===== src/epmic_pkg.sv =====
// Shared constants, types and gain table function for the crossfader.
`default_nettype none

package epmic_pkg;

    localparam int MAX_CH         = 8;
    localparam int NUM_INPUTS_DEF = 8;
    localparam int FRAC_BITS_DEF  = 12;

    localparam int SAMPLE_W = 16;
    localparam int POS_W    = 15;
    localparam int LAST_W   = 16;
    localparam int GAIN_W   = 17;
    localparam int STEP_W   = 18;
    localparam int PROD_W   = SAMPLE_W + GAIN_W + 1;
    localparam int IDX_W    = 3;
    localparam int LG_W     = 4;
    localparam int CNT_W    = 10;

    localparam logic [LG_W-1:0]   LG_RESET   = 4'd8;
    localparam logic [LG_W-1:0]   LG_MAX     = 4'd10;
    localparam logic [LAST_W-1:0] NO_POS     = 16'hFFFF;
    localparam logic [GAIN_W-1:0] GAIN_UNITY = 17'h10000;

    localparam longint unsigned HALF_PI_Q30 = 64'd1686629713;
    localparam longint          ONE_Q30     = 64'sd1073741824;
    localparam longint unsigned TAYLOR_DIV [7] = '{
        64'd182, 64'd132, 64'd90, 64'd56, 64'd30, 64'd12, 64'd2
    };

    // Control that travels with a frame down the cell chain.
    typedef struct packed {
        logic              block_start;
        logic [IDX_W-1:0]  lo_index;
        logic [IDX_W-1:0]  hi_index;
        logic [LG_W-1:0]   lg;
        logic [GAIN_W-1:0] cos_lo;
        logic [GAIN_W-1:0] cos_hi;
    } frame_ctrl_t;

    // cos(frac * pi/2) in Q16, from a truncating Q30 Taylor series in Horner form.
    function automatic logic [GAIN_W-1:0] quarter_cos(input longint unsigned frac,
                                                      input int frac_bits);
        longint unsigned x;
        longint unsigned x2;
        longint unsigned p;
        longint          t;
        x  = (frac * HALF_PI_Q30) >> frac_bits;
        x2 = (x * x) >> 30;
        t  = ONE_Q30;
        for (int k = 0; k < 7; k++) begin
            p = (x2 * 64'(t)) >> 30;
            t = ONE_Q30 - longint'(p / TAYLOR_DIV[k]);
            if (t < 0) begin
                t = 0;
            end
        end
        t = (t + 64'sd8192) >>> 14;
        if (t > 64'sd65536) begin
            t = 64'sd65536;
        end
        return GAIN_W'(t);
    endfunction

endpackage

`default_nettype wire


===== src/epmic_cell.sv =====
// One channel cell: holds the channel's gain ramp and adds its product to the mix.
`default_nettype none

module epmic_cell #(
    parameter int NUM_INPUTS = epmic_pkg::NUM_INPUTS_DEF,
    parameter int CELL_INDEX = 0,
    parameter int SUM_W      = epmic_pkg::PROD_W + 3
) (
    input  wire logic                                         aclk,
    input  wire logic                                         aresetn,
    input  wire logic                                         adv,
    input  wire logic                                         in_valid,
    input  wire epmic_pkg::frame_ctrl_t                       in_ctrl,
    input  wire logic [NUM_INPUTS-1:0][epmic_pkg::SAMPLE_W-1:0] in_samples,
    input  wire logic signed [SUM_W-1:0]                      in_sum,
    output logic                                              out_valid,
    output epmic_pkg::frame_ctrl_t                            out_ctrl,
    output logic [NUM_INPUTS-1:0][epmic_pkg::SAMPLE_W-1:0]    out_samples,
    output logic signed [SUM_W-1:0]                           out_sum
);
    import epmic_pkg::*;

    localparam logic [IDX_W-1:0] MY_INDEX = IDX_W'(CELL_INDEX);

    logic [GAIN_W-1:0]        gain_reg, start_reg;
    logic signed [STEP_W-1:0] step_reg;
    logic                     valid_reg;
    frame_ctrl_t              ctrl_reg;
    logic [NUM_INPUTS-1:0][SAMPLE_W-1:0] samples_reg;
    logic signed [SUM_W-1:0]  sum_reg;

    logic [GAIN_W-1:0]        target, gain_use, gain_next;
    logic signed [STEP_W-1:0] diff, step_use;
    logic signed [STEP_W:0]   gain_sum;
    logic signed [PROD_W-1:0] product;

    always_comb begin
        if (in_ctrl.lo_index == MY_INDEX) begin
            target = in_ctrl.cos_lo;
        end else if (in_ctrl.hi_index == MY_INDEX) begin
            target = in_ctrl.cos_hi;
        end else begin
            target = '0;
        end
        diff     = $signed({1'b0, target}) - $signed({1'b0, start_reg});
        step_use = in_ctrl.block_start ? (diff >>> in_ctrl.lg) : step_reg;
        gain_use = in_ctrl.block_start ? start_reg : gain_reg;
        gain_sum = $signed({2'b00, gain_use}) + $signed({step_use[STEP_W-1], step_use});
        if (gain_sum[STEP_W]) begin
            gain_next = '0;
        end else if (gain_sum[STEP_W-1:0] > STEP_W'(GAIN_UNITY)) begin
            gain_next = GAIN_UNITY;
        end else begin
            gain_next = gain_sum[GAIN_W-1:0];
        end
        product = $signed(in_samples[CELL_INDEX]) * $signed({1'b0, gain_use});
    end

    always_ff @(posedge aclk) begin
        if (!aresetn) begin
            gain_reg  <= '0;
            start_reg <= '0;
            step_reg  <= '0;
            valid_reg <= 1'b0;
        end else if (adv) begin
            valid_reg <= in_valid;
            if (in_valid) begin
                gain_reg <= gain_next;
                step_reg <= step_use;
                if (in_ctrl.block_start) begin
                    start_reg <= target;
                end
            end
        end
    end

    always_ff @(posedge aclk) begin
        if (adv) begin
            ctrl_reg    <= in_ctrl;
            samples_reg <= in_samples;
            sum_reg     <= in_sum + SUM_W'(product);
        end
    end

    assign out_valid   = valid_reg;
    assign out_ctrl    = ctrl_reg;
    assign out_samples = samples_reg;
    assign out_sum     = sum_reg;

endmodule

`default_nettype wire


===== config.mk =====
export PLATFORM = sky130hd
export DESIGN_NAME = epmic_cell
export DESIGN_NICKNAME = d
export VERILOG_FILES = /design/src/epmic_pkg.sv /design/src/epmic_cell.sv
export SDC_FILE = /design/constraint.sdc
export NUM_CORES = 1
export LEC_CHECK = 0
export BUFFER_PORTS_ARGS = -buffer_cell sky130_fd_sc_hd__buf_2
export CORE_MARGIN = 10
export CORE_UTILIZATION = 40
export CTS_CLUSTER_SIZE = 16
export DETAILED_ROUTE_END_ITERATION = 12
export GPL_TIMING_DRIVEN = 0
export PLACE_DENSITY = 0.73
export SYNTH_ARGS = -nofsm -noshare
export SYNTH_HDL_FRONTEND = slang
export SYNTH_SLANG_ARGS = --single-unit

===== constraint.sdc =====
create_clock -name aclk -period 8.85 [get_ports aclk]
set_clock_uncertainty 0.1 [all_clocks]
set_input_delay 1.77 -clock aclk [delete_from_list [all_inputs] [get_ports aclk]]
set_output_delay 1.77 -clock aclk [all_outputs]
set_load 0.02 [all_outputs]

==> results of run 1 <==
==> final cells by class <==
cell class,count,share of cell area [%]
Tap cell,696,3.35
Clock buffer,38,3.13
Timing Repair Buffer,427,8.37
Sequential cell,263,28.4
Multi-Input combinational cell,1361,49.6
Clock inverter,20,0.626
Inverter,356,5.15
Buffer,74,1.28
Antenna cell,9,0.0867
==> cells in the final DEF, fill, tap and decap left out, types with 17 or more instances in the layout <==
cell | synthesis | routed
ha_1 | 162 | 162
buf_2 | 0 | 423
nor2_1 | 59 | 59
nand3_1 | 23 | 23
dfxtp_1 | 53 | 53
nand2_1 | 258 | 258
a21o_1 | 33 | 33
or2_2 | 17 | 17
o21ai_1 | 28 | 26
clkbuf_16 | 0 | 31
xnor2_1 | 34 | 33
fa_1 | 244 | 244
o21ai_0 | 25 | 25
a21oi_1 | 54 | 54
edfxtp_1 | 210 | 210
xor2_1 | 20 | 20
o21a_1 | 21 | 21
inv_1 | 354 | 353
a22o_1 | 22 | 22
clkbuf_1 | 73 | 60
and2_1 | 107 | 107
==> layer usage <==
metal / up-vias / track usage (%)
li1: 7773 / -
met4: 4 / 6.18
met2: 656 / 38.4
met5: - / 0
met1: 8533 / 24.6
met3: 92 / 3.54
==> cells in the mapped netlist (all sizes together), types with 22 or more instances <==
cell type  instances  area (sq um)
a21oi             54           270
ha               162          2030
nand3             23           115
a22o              22           193
inv              355          1330
nor2              59           221
fa               244          4880
nand2            258           968
dfxtp             53          1060
mux2              22           248
o21ai             53           265
edfxtp           210          6310
xnor2             34           298
a21o              33           248
clkbuf            73           274
and2             107           669
==> critical path, cell delays in order <==
cell	delay (ps)
buf_2	260
buf_4	260
mux2_4	270
clkbuf_4	270
nand2_1	100
fa_1	550
inv_1	50
fa_1	500
inv_1	60
fa_1	520
inv_1	70
fa_1	470
inv_1	50
fa_1	470
inv_1	50
fa_1	430
ha_1	370
a211o_1	320
a31oi_1	220
o21ai_0	170
a31oi_2	300
o31a_1	340
a311oi_2	200
and2_1	240
o32ai_1	380
xnor2_1	130
==> per-stage QoR <==
| step | setup WS (ps) | hold WS [ps] | util, % | setup TNS (ps) |
|---|---|---|---|---|
| floorplan | 52.4 | 321 | - | 0 |
| global placement | -1690 | 333 | 46.0 | -45020 |
| detailed placement | -1920 | 341 | 46.0 | -49670 |
| CTS | 5.33 | 350 | 48.0 | 0 |
| global route | 4.35 | 376 | 48.2 | 0 |
| finish | 251 | 347 | 48.3 | 0 |
==> what timing repair did <==
item | CTS | global route
buffers inserted | 0 | 2
pin swaps | 1 | 3
gates resized for setup | 22 | 48
gates cloned | 0 | 0
hold endpoints to repair | 0 | 0
endpoints found under the setup margin | 33 | 27
==> cells by family (layout without fill, tap and decap cells) <==
family	after synthesis	count (layout)
XOR/XNOR	54	54
AND/OR/NAND/NOR	531	531
flip-flops	263	263
adder cells (fa/ha/maj)	406	406
buffers and inverters	434	915
AO/OA/AOI/OAI	333	333
other	0	9
multiplexers	37	37
==> where the power goes <==
part           internal (mW)  switching [mW]
clock network          0.688           0.552
registers               1.52          0.0408
logic                  0.661            1.08
total                   2.87            1.67
==> final timing paths <==
| kind | endpoint | depth (start not counted) | slack, ps |
|---|---|---|---|
| max | out_sum[33] | 26 | 250 |
| min | step_reg[14] | 2 | 350 |
| max reg2reg | out_sum[33] | 24 | 1450 |
| min reg2reg | step_reg[14] | 2 | 350 |
==> key figures, run 1 <==
Clock network
  – TritonCTS Buffers: 31
  – Hold buffer count at cts: 0
  – Root buffer cell: clkbuf_16
  – Clk_lat worst skew: 600 ps
  – CTS tree: done
  – Clk sinks: 263
  – H-tree Lvls: 1
  – Max Root-Sink Buffers: 3
  – Clk slew on worst S/H paths: 60 ps

Critical path
  – WS Path Type: input port to flop
  – Critical Path End Type: flop
  – Worst reg2reg path startpoint: start_reg[11]
  – Crit path DAT: 8830 ps
  – CP required: 9080 ps
  – Crit start category: input port
  – Setup crit start: in_ctrl[44]
  – Max FO, Critical Path: 11

Yosys
  – Syn Nets: 2678
  – Ys flop type: edfxtp_1
  – Sequential share of the synthesized area: 33.9%
  – Compound-Gate Fraction of Synth Area: 11.0%
  – Synth warnings: 0
  – Multiplexer share of the synthesized area: 2.12%
  – Cell variety after synth: 68
  – Syn_area_per_cell: 10.6 sq um
  – Post-synthesis adder-cell area fraction: 31.8%
  – XOR/XNOR Fraction of Synth Area: 2.18%
  – Seq cells post-synth: 263
  – Post-synth EDFFs: 210
  – Simple-Gate Fraction of Synth Area: 11.5%
  – Post-synthesis instance total: 2058
  – Post-synth ARST share: 0%
  – Largest family of logic cells by synthesized area: adder cells
  – Synthesized area: 0.0217 sq mm

Die
  – Rows: 85
  – Die width: 253 um
  – Die H: 253 um
  – Placeable Area: 0.0538 sq mm
  – Die area: 0.0641 sq mm
  – Num ports: 425
  – Initial Util: 40.4%

Layout
  – Fill cells: 4972
  – Design area: 0.0260 sq mm
  – Max FFs per register: 128
  – Multi-input logic area: 0.0129 sq mm
  – Post-Layout Cell Count: 3244
  – Reg area: 0.00737 sq mm
  – Proportion of layout cells with a drive suffix above 1: 22.1%
  – Fin nets: 3134
  – P&R area growth vs syn: 19.4%

Timing
  – Slew headroom: 44.4%
  – Final worst path period share: 97.2%
  – Slew at the pin with the worst max-slew slack: 834 ps
  – Fin crit period: 8600 ps
  – Final Setup Violations: 0
  – Fmax: 0.116 GHz
  – RSZ-0062 raised after global routing: no
  – Max Slew Vio Count: 0
  – Fin. Hold Viols: 0

GRT
  – Largest net degree at the start of global routing: 112
  – Vias in the first global route: 18000
  – Initial antenna violation count: 8
  – First-pass GRT wire length: 105 mm
  – Global Route Usage Sum: 21.0%
  – Total gr overflow: 0

Power
  – Total power: 4.54 mW
  – Leakage: 12.0 nW
  – VDD IR-drop max: 0.134 mV
  – Pwr Density: 175 mW/mm^2

Status
  – Status: finished, final reports clean

Detailed routing
  – Met3 Routed Length: 4.73 mm
  – Routed met1 length: 26.0 mm
  – Max layer used: met5
  – Average vias per placed instance: 5.26
  – Routed length on met2: 35.8 mm
  – DR iter-0 viols: 1156
  – First-pass detailed-route iteration total: 5
  – Post-route antenna net violation count: 0
  – Final wirelength: 68.2 mm
  – WL per Instance: 21.0 um
  – Via count: 17100
  – DRC: 0

Place
  – Dpl cells: 3179
  – Gp weighted congestion: 0.935
  – Post-DP HPWL: 56.3 mm
  – IO Port Bufs: 424
  – Cell area after placement: 0.0248 sq mm

Worst hold path
  – Hold Crit Class: flop to flop
  – Worst Hold Launch: step_reg[14]

Flow run
  – MaxCap Viol Count: 0
Note: power is estimated with default switching activity, not from simulation.
==> inputs of run 2 (changes only) <==
- CORE_UTILIZATION: 40 -> 50
- PLACE_DENSITY: 0.73 -> 0.86
- TNS_END_PERCENT: unset -> 100
==> key figures, run 2 (synthesis gave the netlist of run 1 again) <==
Status
  – Status: finished, final reports clean

Clock network
  – Clk_lat worst skew: 600 ps
  – Clk sinks: 263
  – H-tree Lvls: 1
  – Root buffer cell: clkbuf_16
  – TritonCTS Buffers: 31
  – Max Root-Sink Buffers: 3
  – Hold buffer count at cts: 0
  – CTS tree: done
  – Clk slew on worst S/H paths: 60 ps

Critical path
  – Crit path DAT: 8740 ps
  – WS Path Type: input port to flop
  – R2R Path End: out_sum[36]
  – Worst R2R Path Depth: 22
  – CP required: 9090 ps
  – Critical Path End Type: flop
  – Max FO, Critical Path: 17
  – Crit start category: input port
  – Worst reg2reg path startpoint: start_reg[8]
  – R2r setup slk: 1630 ps

GRT
  – Initial antenna violation count: 10
  – Global Route Usage Sum: 25.5%
  – Total gr overflow: 0
  – First-pass GRT wire length: 105 mm
  – Vias in the first global route: 18000
  – Largest net degree at the start of global routing: 134

Timing
  – Final worst path period share: 96.0%
  – RSZ-0062 raised after global routing: no
  – Fmax: 0.118 GHz
  – Setup ws final: 350 ps
  – Final Setup Violations: 0
  – Fin crit period: 8500 ps
  – Max Slew Vio Count: 0
  – Fin. Hold Viols: 0
  – Slew headroom: 49.6%
  – Post-Route Setup TNS: 0 ps
  – Slew at the pin with the worst max-slew slack: 755 ps

Layout
  – Fill cells: 3451
  – Fin nets: 3130
  – Reg area: 0.00737 sq mm
  – Multi-input logic area: 0.0129 sq mm
  – Max FFs per register: 128
  – Commonest non-fill, non-tap cell in the layout: buf_2
  – Proportion of layout cells with a drive suffix above 1: 22.2%
  – Commonest non-fill, non-tap cells in the layout: buf_2, inv_1, nand2_1
  – P&R area growth vs syn: 19.0%
  – Post-layout util: 60.1%

Worst hold path
  – Hold Path Sink: gain_reg[9]
  – Worst Hold Launch: gain_reg[9]
  – Hold Crit Class: flop to flop
  – Hold path depth: 2

Die
  – Die width: 229 um
  – Initial Util: 50.5%
  – Die H: 229 um
  – Placeable Area: 0.0431 sq mm
  – Num ports: 425
  – Die area: 0.0522 sq mm
  – Rows: 76

Detailed routing
  – Post-route antenna net violation count: 0
  – DR iter-0 viols: 1417
  – Via count: 17400
  – Final wirelength: 67.6 mm
  – WL per Instance: 21.6 um
  – First-pass detailed-route iteration total: 5
  – DRC: 0
  – Average vias per placed instance: 5.58

Place
  – Post-DP HPWL: 55.6 mm
  – Place WS: -1650 ps
  – IO Port Bufs: 424
  – Gp weighted congestion: 0.961

Flow run
  – MaxCap Viol Count: 0

Power
  – Pwr Density: 179 mW/mm^2
  – VDD IR-drop max: 0.157 mV
  – Leakage: 12.0 nW
## run 2: changes by cell type in the layout (fill, tap and decap cells not counted), moves of 3 or more
cell / previous run / this run
clkbuf_2: 7 / 2
clkinvlp_4: 4 / 0
buf_2: 423 / 426
bufinv_16: 1 / 4
diode_2: 9 / 6
inv_6: 3 / 6
## run 2: power by group
| part | internal [mW] | switching, mW |
|---|---|---|
| logic | 0.667 | 1.09 |
| registers | 1.52 | 0.0370 |
| clock network | 0.766 | 0.538 |
## run 2: metal layers
layer | global-route usage (%) | share of wire (%) | vias to the layer above
li1 | - | - | 7765
met1 | 31.1 | 38 | 8648
met2 | 44.8 | 51 | 881
met3 | 4.34 | 7.8 | 147
met4 | 8.87 | 3.3 | 4
met5 | 0 | 0.041 | -
## run 2: final cells by class
cell class	count	share of cell area [%]
timing repair buffer	428	8.43
sequential	263	28.5
tap	585	2.83
multi-input combinational	1361	49.9
inverter	356	5.16
antenna	6	0.0580
clock inverter	21	0.914
buffer	69	1.16
clock buffer	36	3.07
## run 2: through the flow
stage	std cells	cell area [sq um]	power (mW)	hold slack [ps]
2_1_floorplan	2058	21700	2.74	321
3_3_place_gp	3067	24600	3.22	331
3_5_place_dp	3069	24600	3.28	345
4_1_cts	3121	25700	4.63	358
5_1_grt	3122	25900	4.88	372
6_report	3125	25900	4.62	353
## run 2: repair_timing
item,CTS,global route
endpoints found under the setup margin,33,25
resized for setup,19,50
buffers inserted,0,2
pin swaps,0,2
## run 2: worst max-delay path by stage
stage | startpoint | to | slack (ps) | depth (start not counted)
6_report | in_ctrl[44] | out_sum[36] | 350 | 23
5_1_grt | in_ctrl[41] | gain_reg[2] | 20 | 28
4_1_cts | in_ctrl[43] | gain_reg[0] | 40 | 27
3_5_place_dp | in_ctrl[44] | out_sum[36] | -1650 | 25
3_3_place_gp | in_ctrl[43] | gain_reg[2] | -1630 | 28
2_1_floorplan | in_ctrl[44] | out_sum[36] | 50 | 24
## run 2: critical path, cell delays in order
cell	delay, ps
clkbuf_4	190
clkbuf_4	240
mux2_2	550
nand2_1	150
fa_1	530
inv_1	50
fa_1	520
inv_1	50
fa_1	480
fa_1	550
inv_1	50
fa_1	490
fa_1	410
ha_1	350
a21o_1	190
or4_1	400
o21a_1	240
a221o_1	440
a31oi_4	280
o21ai_2	190
a41oi_2	260
o21ai_1	150
xnor2_1	150
